$ cat src/rtl/core/dats_pkg.sv
// shared constants, types and register codes for the adc-to-stroke core
// no dependencies; every other file in rtl/core refers to this package by scoped names
package dats_pkg;

  // converter full scale; codes at or above it are pinned one below
  localparam int AdcFullScale = 4095;

  // field widths
  localparam int CodeW   = 12;
  localparam int FrW     = 16;
  localparam int GainW   = 24;
  localparam int OffW    = 17;
  localparam int MaxW    = 16;
  localparam int StrokeW = 16;

  // fixed-point positions
  localparam int ResFrac  = 8;   // resistance in q.8 ohms
  localparam int GainFrac = 22;  // gain*r is scaled down by 2^22

  // derived widths
  localparam int FsW       = $clog2(AdcFullScale + 1);
  localparam int CmpW      = (FsW > CodeW) ? FsW : CodeW;
  localparam int RemW      = FsW;
  localparam int ProdW     = FrW + CodeW;
  localparam int QuoW      = ProdW + ResFrac;
  localparam int Bps       = 4;  // quotient bits per divider stage
  localparam int DivStages = (QuoW + Bps - 1) / Bps;
  localparam int PadW      = DivStages * Bps;
  localparam int RlW       = GainFrac;
  localparam int RhW       = QuoW - GainFrac;
  localparam int HiW       = GainW + RhW;
  localparam int LoW       = GainW + RlW;
  localparam int SumW      = HiW + 2;

  // register port
  localparam int AddrW = 4;
  localparam int DataW = 32;

  typedef enum logic [1:0] {
    RegFixedRes  = 2'd0,
    RegGain      = 2'd1,
    RegOffset    = 2'd2,
    RegMaxStroke = 2'd3
  } reg_idx_t;

  typedef enum logic [1:0] {
    ClampNone = 2'd0,
    ClampZero = 2'd1,
    ClampMax  = 2'd2
  } clamp_t;

  localparam logic [FrW-1:0]   FixedResReset  = FrW'(1000);
  localparam logic [GainW-1:0] GainReset      = GainW'(450158);
  localparam logic [OffW-1:0]  OffsetReset    = OffW'(-14633);
  localparam logic [MaxW-1:0]  MaxStrokeReset = MaxW'(55296);

  typedef struct packed {
    logic [FrW-1:0]   fixed_resistance;
    logic [GainW-1:0] gain;
    logic [OffW-1:0]  offset;
    logic [MaxW-1:0]  max_stroke;
  } cfg_t;

  typedef struct packed {
    logic [QuoW-1:0] quo;
    logic            zero;
  } div_out_t;

endpackage

$ cat src/rtl/core/dats_cfg.sv
// apb-style register file holding the calibration registers
// depends on dats_pkg
module dats_cfg (
  input  logic                       clk,
  input  logic                       rst,
  input  logic                       psel,
  input  logic                       penable,
  input  logic                       pwrite,
  input  logic [dats_pkg::AddrW-1:0] paddr,
  input  logic [dats_pkg::DataW-1:0] pwdata,
  output logic [dats_pkg::DataW-1:0] prdata,
  output logic                       pready,
  output dats_pkg::cfg_t             cfg
);

  dats_pkg::reg_idx_t idx;
  logic               wr;

  assign idx    = dats_pkg::reg_idx_t'(paddr[dats_pkg::AddrW-1:2]);
  assign wr     = psel && penable && pwrite;
  assign pready = 1'b1;

  always_ff @(posedge clk) begin
    if (rst) begin
      cfg.fixed_resistance <= dats_pkg::FixedResReset;
      cfg.gain             <= dats_pkg::GainReset;
      cfg.offset           <= dats_pkg::OffsetReset;
      cfg.max_stroke       <= dats_pkg::MaxStrokeReset;
    end else if (wr) begin
      case (idx)
        dats_pkg::RegFixedRes:  cfg.fixed_resistance <= pwdata[dats_pkg::FrW-1:0];
        dats_pkg::RegGain:      cfg.gain             <= pwdata[dats_pkg::GainW-1:0];
        dats_pkg::RegOffset:    cfg.offset           <= pwdata[dats_pkg::OffW-1:0];
        dats_pkg::RegMaxStroke: cfg.max_stroke       <= pwdata[dats_pkg::MaxW-1:0];
        default: ;
      endcase
    end
  end

  always_comb begin
    case (idx)
      dats_pkg::RegFixedRes:  prdata = dats_pkg::DataW'(cfg.fixed_resistance);
      dats_pkg::RegGain:      prdata = dats_pkg::DataW'(cfg.gain);
      dats_pkg::RegOffset:    prdata = {{(dats_pkg::DataW - dats_pkg::OffW)
                                         {cfg.offset[dats_pkg::OffW-1]}}, cfg.offset};
      dats_pkg::RegMaxStroke: prdata = dats_pkg::DataW'(cfg.max_stroke);
      default:                prdata = '0;
    endcase
  end

endmodule

$ cat src/rtl/core/dats_div.sv
// input conditioning and pipelined restoring divider for the sensor resistance
// depends on dats_pkg; one prep stage then DivStages stages of Bps quotient bits each
module dats_div (
  input  logic                       clk,
  input  logic                       rst,
  input  dats_pkg::cfg_t             cfg,
  input  logic                       in_valid,
  output logic                       in_ready,
  input  logic [dats_pkg::CodeW-1:0] adc_code,
  output logic                       out_valid,
  input  logic                       out_ready,
  output dats_pkg::div_out_t         out_data
);

  localparam int NSt = dats_pkg::DivStages + 1;

  typedef struct packed {
    logic [dats_pkg::RemW-1:0] rem;
    logic [dats_pkg::PadW-1:0] acc;
  } div_st_t;

  logic                      v    [NSt];
  logic                      en   [NSt];
  logic [dats_pkg::RemW-1:0] rem  [NSt];
  logic [dats_pkg::PadW-1:0] acc  [NSt];
  logic [dats_pkg::RemW-1:0] dvs  [NSt];
  logic                      zero [NSt];
  div_st_t                   nxt  [NSt];

  logic [dats_pkg::CmpW-1:0]  code_ext;
  logic [dats_pkg::CodeW-1:0] code_c;
  logic [dats_pkg::RemW-1:0]  dvs_in;
  logic [dats_pkg::ProdW-1:0] prod_in;

  // Bps steps of shift, compare and subtract
  function automatic div_st_t div_steps(input logic [dats_pkg::RemW-1:0] rem_i,
                                        input logic [dats_pkg::PadW-1:0] acc_i,
                                        input logic [dats_pkg::RemW-1:0] dvs_i);
    logic [dats_pkg::RemW:0]   t;
    logic [dats_pkg::RemW-1:0] r;
    logic [dats_pkg::PadW-1:0] a;
    div_st_t                   res;
    r = rem_i;
    a = acc_i;
    for (int j = 0; j < dats_pkg::Bps; j++) begin
      t = {r, a[dats_pkg::PadW-1]};
      a = {a[dats_pkg::PadW-2:0], 1'b0};
      if (t >= {1'b0, dvs_i}) begin
        r    = dats_pkg::RemW'(t - {1'b0, dvs_i});
        a[0] = 1'b1;
      end else begin
        r = dats_pkg::RemW'(t);
      end
    end
    res.rem = r;
    res.acc = a;
    return res;
  endfunction

  // full-scale pin, divisor and numerator product
  always_comb begin
    code_ext = dats_pkg::CmpW'(adc_code);
    if (code_ext >= dats_pkg::CmpW'(dats_pkg::AdcFullScale)) begin
      code_c = dats_pkg::CodeW'(dats_pkg::AdcFullScale - 1);
    end else begin
      code_c = adc_code;
    end
    dvs_in  = dats_pkg::RemW'(dats_pkg::CmpW'(dats_pkg::AdcFullScale)
                              - dats_pkg::CmpW'(code_c));
    prod_in = cfg.fixed_resistance * code_c;
  end

  always_comb begin
    nxt[0] = '0;
    for (int k = 1; k < NSt; k++) begin
      nxt[k] = div_steps(rem[k-1], acc[k-1], dvs[k-1]);
    end
  end

  // per-stage enable: a stage moves when empty or when the next one moves
  always_comb begin
    en[NSt-1] = !v[NSt-1] || out_ready;
    for (int k = NSt - 2; k >= 0; k--) begin
      en[k] = !v[k] || en[k+1];
    end
  end

  always_ff @(posedge clk) begin
    if (rst) begin
      for (int k = 0; k < NSt; k++) begin
        v[k] <= 1'b0;
      end
    end else begin
      if (en[0]) begin
        v[0] <= in_valid;
      end
      for (int k = 1; k < NSt; k++) begin
        if (en[k]) begin
          v[k] <= v[k-1];
        end
      end
    end
  end

  always_ff @(posedge clk) begin
    if (en[0]) begin
      rem[0]  <= '0;
      acc[0]  <= dats_pkg::PadW'({prod_in, {dats_pkg::ResFrac{1'b0}}});
      dvs[0]  <= dvs_in;
      zero[0] <= (code_c == '0);
    end
    for (int k = 1; k < NSt; k++) begin
      if (en[k]) begin
        rem[k]  <= nxt[k].rem;
        acc[k]  <= nxt[k].acc;
        dvs[k]  <= dvs[k-1];
        zero[k] <= zero[k-1];
      end
    end
  end

  assign in_ready      = en[0];
  assign out_valid     = v[NSt-1];
  assign out_data.quo  = acc[NSt-1][dats_pkg::QuoW-1:0];
  assign out_data.zero = zero[NSt-1];

endmodule

$ cat src/rtl/core/dats_scale.sv
// gain multiply, offset add and clamp stages producing the stroke
// depends on dats_pkg; three register stages, the last one is the output register
module dats_scale (
  input  logic                         clk,
  input  logic                         rst,
  input  dats_pkg::cfg_t               cfg,
  input  logic                         in_valid,
  output logic                         in_ready,
  input  dats_pkg::div_out_t           in_data,
  output logic                         out_valid,
  input  logic                         out_ready,
  output logic [dats_pkg::StrokeW-1:0] stroke,
  output logic [1:0]                   clamp_status
);

  logic m_valid, a_valid, c_valid;
  logic en_m, en_a, en_c;

  logic [dats_pkg::HiW-1:0]  m_hi;
  logic [dats_pkg::LoW-1:0]  m_lo;
  logic                      m_zero;
  logic [dats_pkg::SumW-1:0] a_sum;
  logic [dats_pkg::SumW-1:0] a_sum_next;
  logic                      a_zero;
  logic [dats_pkg::StrokeW-1:0] c_stroke;
  logic [dats_pkg::StrokeW-1:0] c_stroke_next;
  dats_pkg::clamp_t             c_status;
  dats_pkg::clamp_t             c_status_next;

  logic [dats_pkg::RhW-1:0] rh;
  logic [dats_pkg::RlW-1:0] rl;
  logic                     neg, over;

  assign en_c     = !c_valid || out_ready;
  assign en_a     = !a_valid || en_c;
  assign en_m     = !m_valid || en_a;
  assign in_ready = en_m;

  assign rh = in_data.quo[dats_pkg::QuoW-1:dats_pkg::GainFrac];
  assign rl = in_data.quo[dats_pkg::GainFrac-1:0];

  // floor(gain*r/2^22) = gain*rh + floor(gain*rl/2^22), then the signed offset
  assign a_sum_next = dats_pkg::SumW'(m_hi)
                    + dats_pkg::SumW'(m_lo[dats_pkg::LoW-1:dats_pkg::GainFrac])
                    + {{(dats_pkg::SumW - dats_pkg::OffW){cfg.offset[dats_pkg::OffW-1]}},
                       cfg.offset};

  assign neg  = a_sum[dats_pkg::SumW-1];
  assign over = a_sum[dats_pkg::SumW-2:0] > (dats_pkg::SumW - 1)'(cfg.max_stroke);

  always_comb begin
    if (a_zero) begin
      c_stroke_next = '0;
      c_status_next = dats_pkg::ClampNone;
    end else if (neg) begin
      c_stroke_next = '0;
      c_status_next = dats_pkg::ClampZero;
    end else if (over) begin
      c_stroke_next = dats_pkg::StrokeW'(cfg.max_stroke);
      c_status_next = dats_pkg::ClampMax;
    end else begin
      c_stroke_next = a_sum[dats_pkg::StrokeW-1:0];
      c_status_next = dats_pkg::ClampNone;
    end
  end

  always_ff @(posedge clk) begin
    if (rst) begin
      m_valid <= 1'b0;
      a_valid <= 1'b0;
      c_valid <= 1'b0;
    end else begin
      if (en_m) m_valid <= in_valid;
      if (en_a) a_valid <= m_valid;
      if (en_c) c_valid <= a_valid;
    end
  end

  always_ff @(posedge clk) begin
    if (en_m) begin
      m_hi   <= cfg.gain * rh;
      m_lo   <= cfg.gain * rl;
      m_zero <= in_data.zero;
    end
    if (en_a) begin
      a_sum  <= a_sum_next;
      a_zero <= m_zero;
    end
    if (en_c) begin
      c_stroke <= c_stroke_next;
      c_status <= c_status_next;
    end
  end

  assign out_valid    = c_valid;
  assign stroke       = c_stroke;
  assign clamp_status = c_status;

endmodule

$ cat src/rtl/core/divider_adc_to_stroke_core.sv
// top level of the adc-to-stroke core: register file, divider pipeline, scale pipeline
// depends on dats_pkg, dats_cfg, dats_div and dats_scale
//
// Converts a 12-bit converter code taken from a potentiometer in a voltage
// divider into a stroke length in q.10 millimetres. Codes at full scale are
// pinned one below, code zero gives stroke 0 with no clamp flag; otherwise the
// sensor resistance floor(fixed_resistance*code*256/(4095-code)) is scaled by
// the q2.22 gain (divided by 2^22), the signed offset is added and the result
// is clamped to 0..max_stroke, with clamp_status telling which bound hit.
// Throughput is one item per clock unless the output stalls; the path holds 13
// register stages: one conditioning stage, nine restoring-divider stages of four
// quotient bits each, then multiply, add and clamp stages. Each stage stalls only
// when it is full and the stage after it is stalled, so holes in the stream are
// squeezed out under backpressure. Calibration registers sit on the apb port at
// byte addresses 0 (resistor), 4 (gain), 8 (offset) and 12 (max stroke); the user
// must write them only while idle, and the block itself does not enforce this.
module divider_adc_to_stroke_core (
  input  logic                         clk,
  input  logic                         rst,
  // register port
  input  logic                         psel,
  input  logic                         penable,
  input  logic                         pwrite,
  input  logic [dats_pkg::AddrW-1:0]   paddr,
  input  logic [dats_pkg::DataW-1:0]   pwdata,
  output logic [dats_pkg::DataW-1:0]   prdata,
  output logic                         pready,
  // sample input
  input  logic                         in_valid,
  output logic                         in_ready,
  input  logic [dats_pkg::CodeW-1:0]   adc_code,
  // stroke output
  output logic                         out_valid,
  input  logic                         out_ready,
  output logic [dats_pkg::StrokeW-1:0] stroke,
  output logic [1:0]                   clamp_status
);

  dats_pkg::cfg_t     cfg;
  dats_pkg::div_out_t div_data;
  logic               div_valid;
  logic               div_ready;

  // calibration registers
  dats_cfg u_cfg (
    .clk     (clk),
    .rst     (rst),
    .psel    (psel),
    .penable (penable),
    .pwrite  (pwrite),
    .paddr   (paddr),
    .pwdata  (pwdata),
    .prdata  (prdata),
    .pready  (pready),
    .cfg     (cfg)
  );

  // code conditioning and resistance division
  dats_div u_div (
    .clk       (clk),
    .rst       (rst),
    .cfg       (cfg),
    .in_valid  (in_valid),
    .in_ready  (in_ready),
    .adc_code  (adc_code),
    .out_valid (div_valid),
    .out_ready (div_ready),
    .out_data  (div_data)
  );

  // gain, offset and clamp; holds the output register
  dats_scale u_scale (
    .clk          (clk),
    .rst          (rst),
    .cfg          (cfg),
    .in_valid     (div_valid),
    .in_ready     (div_ready),
    .in_data      (div_data),
    .out_valid    (out_valid),
    .out_ready    (out_ready),
    .stroke       (stroke),
    .clamp_status (clamp_status)
  );

endmodule

$ cat config.mk
export PLATFORM = sky130hd
export DESIGN_NAME = divider_adc_to_stroke_core
export DESIGN_NICKNAME = d
export VERILOG_FILES = /design/src/rtl/core/dats_pkg.sv /design/src/rtl/core/dats_cfg.sv /design/src/rtl/core/dats_div.sv /design/src/rtl/core/dats_scale.sv /design/src/rtl/core/divider_adc_to_stroke_core.sv
export SDC_FILE = /design/constraint.sdc
export NUM_CORES = 2
export LEC_CHECK = 0
export BUFFER_PORTS_ARGS = -buffer_cell sky130_fd_sc_hd__buf_2
export CAP_MARGIN = 25
export CORE_UTILIZATION = 60
export CTS_CLUSTER_SIZE = 10
export DETAILED_ROUTE_END_ITERATION = 16
export GPL_ROUTABILITY_DRIVEN = 0
export GPL_TIMING_DRIVEN = 0
export PLACE_DENSITY = 0.86
export SLEW_MARGIN = 30
export SYNTH_ARGS = -nofsm -noshare
export SYNTH_HDL_FRONTEND = slang
export SYNTH_HIERARCHICAL = 1
export SYNTH_SLANG_ARGS = --single-unit
$ cat constraint.sdc
create_clock -name clk -period 9.9 [get_ports clk]
set_input_delay 0.495 -clock clk [delete_from_list [all_inputs] [get_ports clk]]
set_output_delay 0.495 -clock clk [all_outputs]
set_load 0.05 [all_outputs]
==> metrics.txt <==
port buffer count=88; Routed Antenna Nets=0; vias per cell=6.45; outcome=finished, violations left; Initial Utilization=60.5%; Ports=108; Placed Area=86200 um2; Max Cap Violations=0; htree depth=3; vias in the first global route=70500; Critical path buffers and inverters=8; clock skew=0.0457 ns; Synth cell types=121; DRC=0; CTS Buffer Depth=3; clock sink total=714; Hold Path Sink=u_cfg/cfg[56]; Seq/Total Area, Yosys=24.9%; Max-slew headroom=24.2%; Setup CP Type=register to register; Die Area=140000 um2; Placement Rows=136; post-route setup slack=-0.00524 ns; failing checks=setup timing; worst reg2reg startpoint=u_div/dvs[4][1]; Worst R2R End=u_div/rem[5][11]; Clk Latency, worst-skew pair=0.73 ns; syn nets=10300; DR WL/cell=23.4 um; DRT Wirelength=249000 um; Starting DRT DRC Count=8365; worst-path fanout max=10; Vias=68800; Async S/R FF share, synth=0%; First-pass DRT Iterations=7; Chip Width=374 um; Most used DFF post-synth=edfxtp_1; clk root buf=clkbuf_16; core area=137000 um2; number of cells produced by synthesis=8541; share of cells above drive strength 1=9.62%; Post-Syn Area=83200 um2; CP endpoint kind=register; hold slack=0.0535 ns; warnings from Yosys=6; most common cell after layout, fill and taps aside=inv_1; Slew @ Worst Pin=1.14 ns; Final Net Count=10600; fin crit share=100%; Worst Reg-to-Reg Cells=46; fillers=9503; met1 Resource Use GR=40.7%; CP arrival=10.34 ns; accumulated negative setup slack=-0.00833 ns; number of flops mapped to enable cells by yosys=638; largest stage delay on the critical path=0.46 ns; Setup Viol. Count Final=4; required time worst endpoint=10.34 ns; CP top delay family=compound AO/OA/AOI/OAI gates; met2 Usage GRT=55.8%; Final Core Density=65.8%; CTS tree=done; GR peak layer=met2; Crit. Startpoint=u_div/dvs[4][1]; Slew Limit Fails=0; initial antenna violation count=14; Hold Path Origin=pwdata[23]; largest net degree at the start of global routing=55; fin area=90500 um2; Congestion Overflow GR=0; flops & latches, synth=714; flop2flop setup slack=-0.005 ns; Hold Vio Cnt, Final=0; fin crit period=9.91 ns; Worst setup SP type=register; hold path depth=3; most frequent cells in the layout=1168 x inv_1, 917 x nand2_1, 868 x fa_1; first-pass GRT wire length=382000 um; Mean Syn Cell Area=9.74 um2; Area Growth Syn to Fin=8.78%; GRT Total Usage=34.8%; clock transition at the registers of the reported paths=0.05 ns; CP max-delay cell=edfxtp_1; overall die height=374 um; Fmax=101 MHz; GRT met3 Usage=10.2%; DP HPWL=185000 um; type of the most critical hold path=primary input to register; total CTS buffers=87
## how the worst max path moves through the flow
stage	to	depth (start not counted)
floorplan	u_div/rem[6][10]	41
global placement	u_div/rem[6][10]	41
detailed placement	u_div/rem[6][10]	42
CTS	u_div/rem[1][10]	38
global route	u_div/rem[1][10]	39
finish	u_div/rem[5][11]	46
## synth_stat cells (73+ instances only)
cell      count  area share, %
edfxtp_1    638             23
nor2_1      402            1.8
nand2b_1    110           0.83
nor3_1      104           0.63
xor2_1      123            1.3
mux2i_1     119            1.4
and2_1      443            3.3
fa_1        868             21
dfxtp_1      76            1.8
mux2_2      203            2.7
nand2_1     925            4.2
o21ai_0     275            1.7
o21a_1      105           0.95
ha_1        821             12
nand4_1      73           0.55
a21oi_1     371            2.2
nor2b_1      90           0.68
clkbuf_1    243            1.1
nand3_1     114           0.69
inv_1      1189            5.4
xnor2_1     265            2.8
a21o_1      158            1.4
## layout make-up
class / instances / area, um2 / area share, %
Buffer: 298 / 1380 / 1.52
Inverter: 1197 / 4520 / 4.99
Clock buffer: 111 / 2300 / 2.54
Clock inverter: 20 / 254 / 0.281
Multi-Input combinational cell: 6327 / 57600 / 63.7
Timing Repair Buffer: 198 / 1480 / 1.64
Antenna cell: 12 / 30.0 / 0.0332
Tap cell: 1794 / 2240 / 2.48
Sequential cell: 714 / 20700 / 22.9
## metrics by stage
stage | setup slack, ns | instances
6_report | -0.00524 | 10700
3_3_place_gp | -1.55 | 10400
2_1_floorplan | 0.0538 | 8541
4_1_cts | 0.00837 | 10600
3_5_place_dp | -1.90 | 10400
5_1_grt | -0.260 | 10700
## state kept, by name, indices dropped and copies added, names as in the netlist
| signal | flops |
|---|---|
| u_scale/a_sum | 40 |
| u_div/rem | 96 |
| u_scale/clamp_status | 2 |
| u_div/v | 10 |
| u_cfg/cfg | 73 |
| u_div/dvs | 108 |
| u_scale/a_valid | 1 |
| u_div/acc | 292 |
| u_div/zero | 10 |
| u_scale/m_zero | 1 |
| u_scale/m_valid | 1 |
| u_scale/stroke | 16 |
| u_scale/out_valid | 1 |
| u_scale/m_hi | 38 |
| u_scale/a_zero | 1 |
| u_scale/m_lo | 24 |
## metal layers
layer / wire length, um / share of wire (%)
met4: 19300 / 7.7
met3: 30800 / 12
met2: 113000 / 45
met1: 86100 / 35
met5: 73 / 0.029
## tightest hold or removal path: cells and delay by family
family / cells / cell delay [ns]
buf+inv: 1 / 0.10
simple gates: 1 / 0.06
compound gates: 1 / 0.06
## cells by family (layout without fill, tap and decap cells)
family | Yosys count | count (layout) | synth area share [%]
AND/OR/NAND/NOR | 2491 | 2491 | 14.6
adder cells (fa/ha/maj) | 1689 | 1689 | 33.2
buffers and inverters | 1500 | 1824 | 6.94
AO/OA/AOI/OAI | 1400 | 1400 | 11.3
flip-flops | 714 | 714 | 24.9
XOR/XNOR | 388 | 388 | 4.09
multiplexers | 358 | 358 | 4.92
other | 1 | 13 | 0.00451
## what timing repair did
| action | 4_1_cts | 5_1_grt |
|---|---|---|
| cloned | 1 | 1 |
| setup endpoints to repair | 102 | 105 |
| pin swaps | 17 | 41 |
| hold buffers | 1 | 0 |
| setup buffers | 37 | 58 |
| endpoints found under the hold margin | 1 | 0 |
| resized for setup | 116 | 149 |
Power is left out: the tool's default activity adds up to more than one toggle a clock period on the data nets, which glitch-free logic cannot reach.
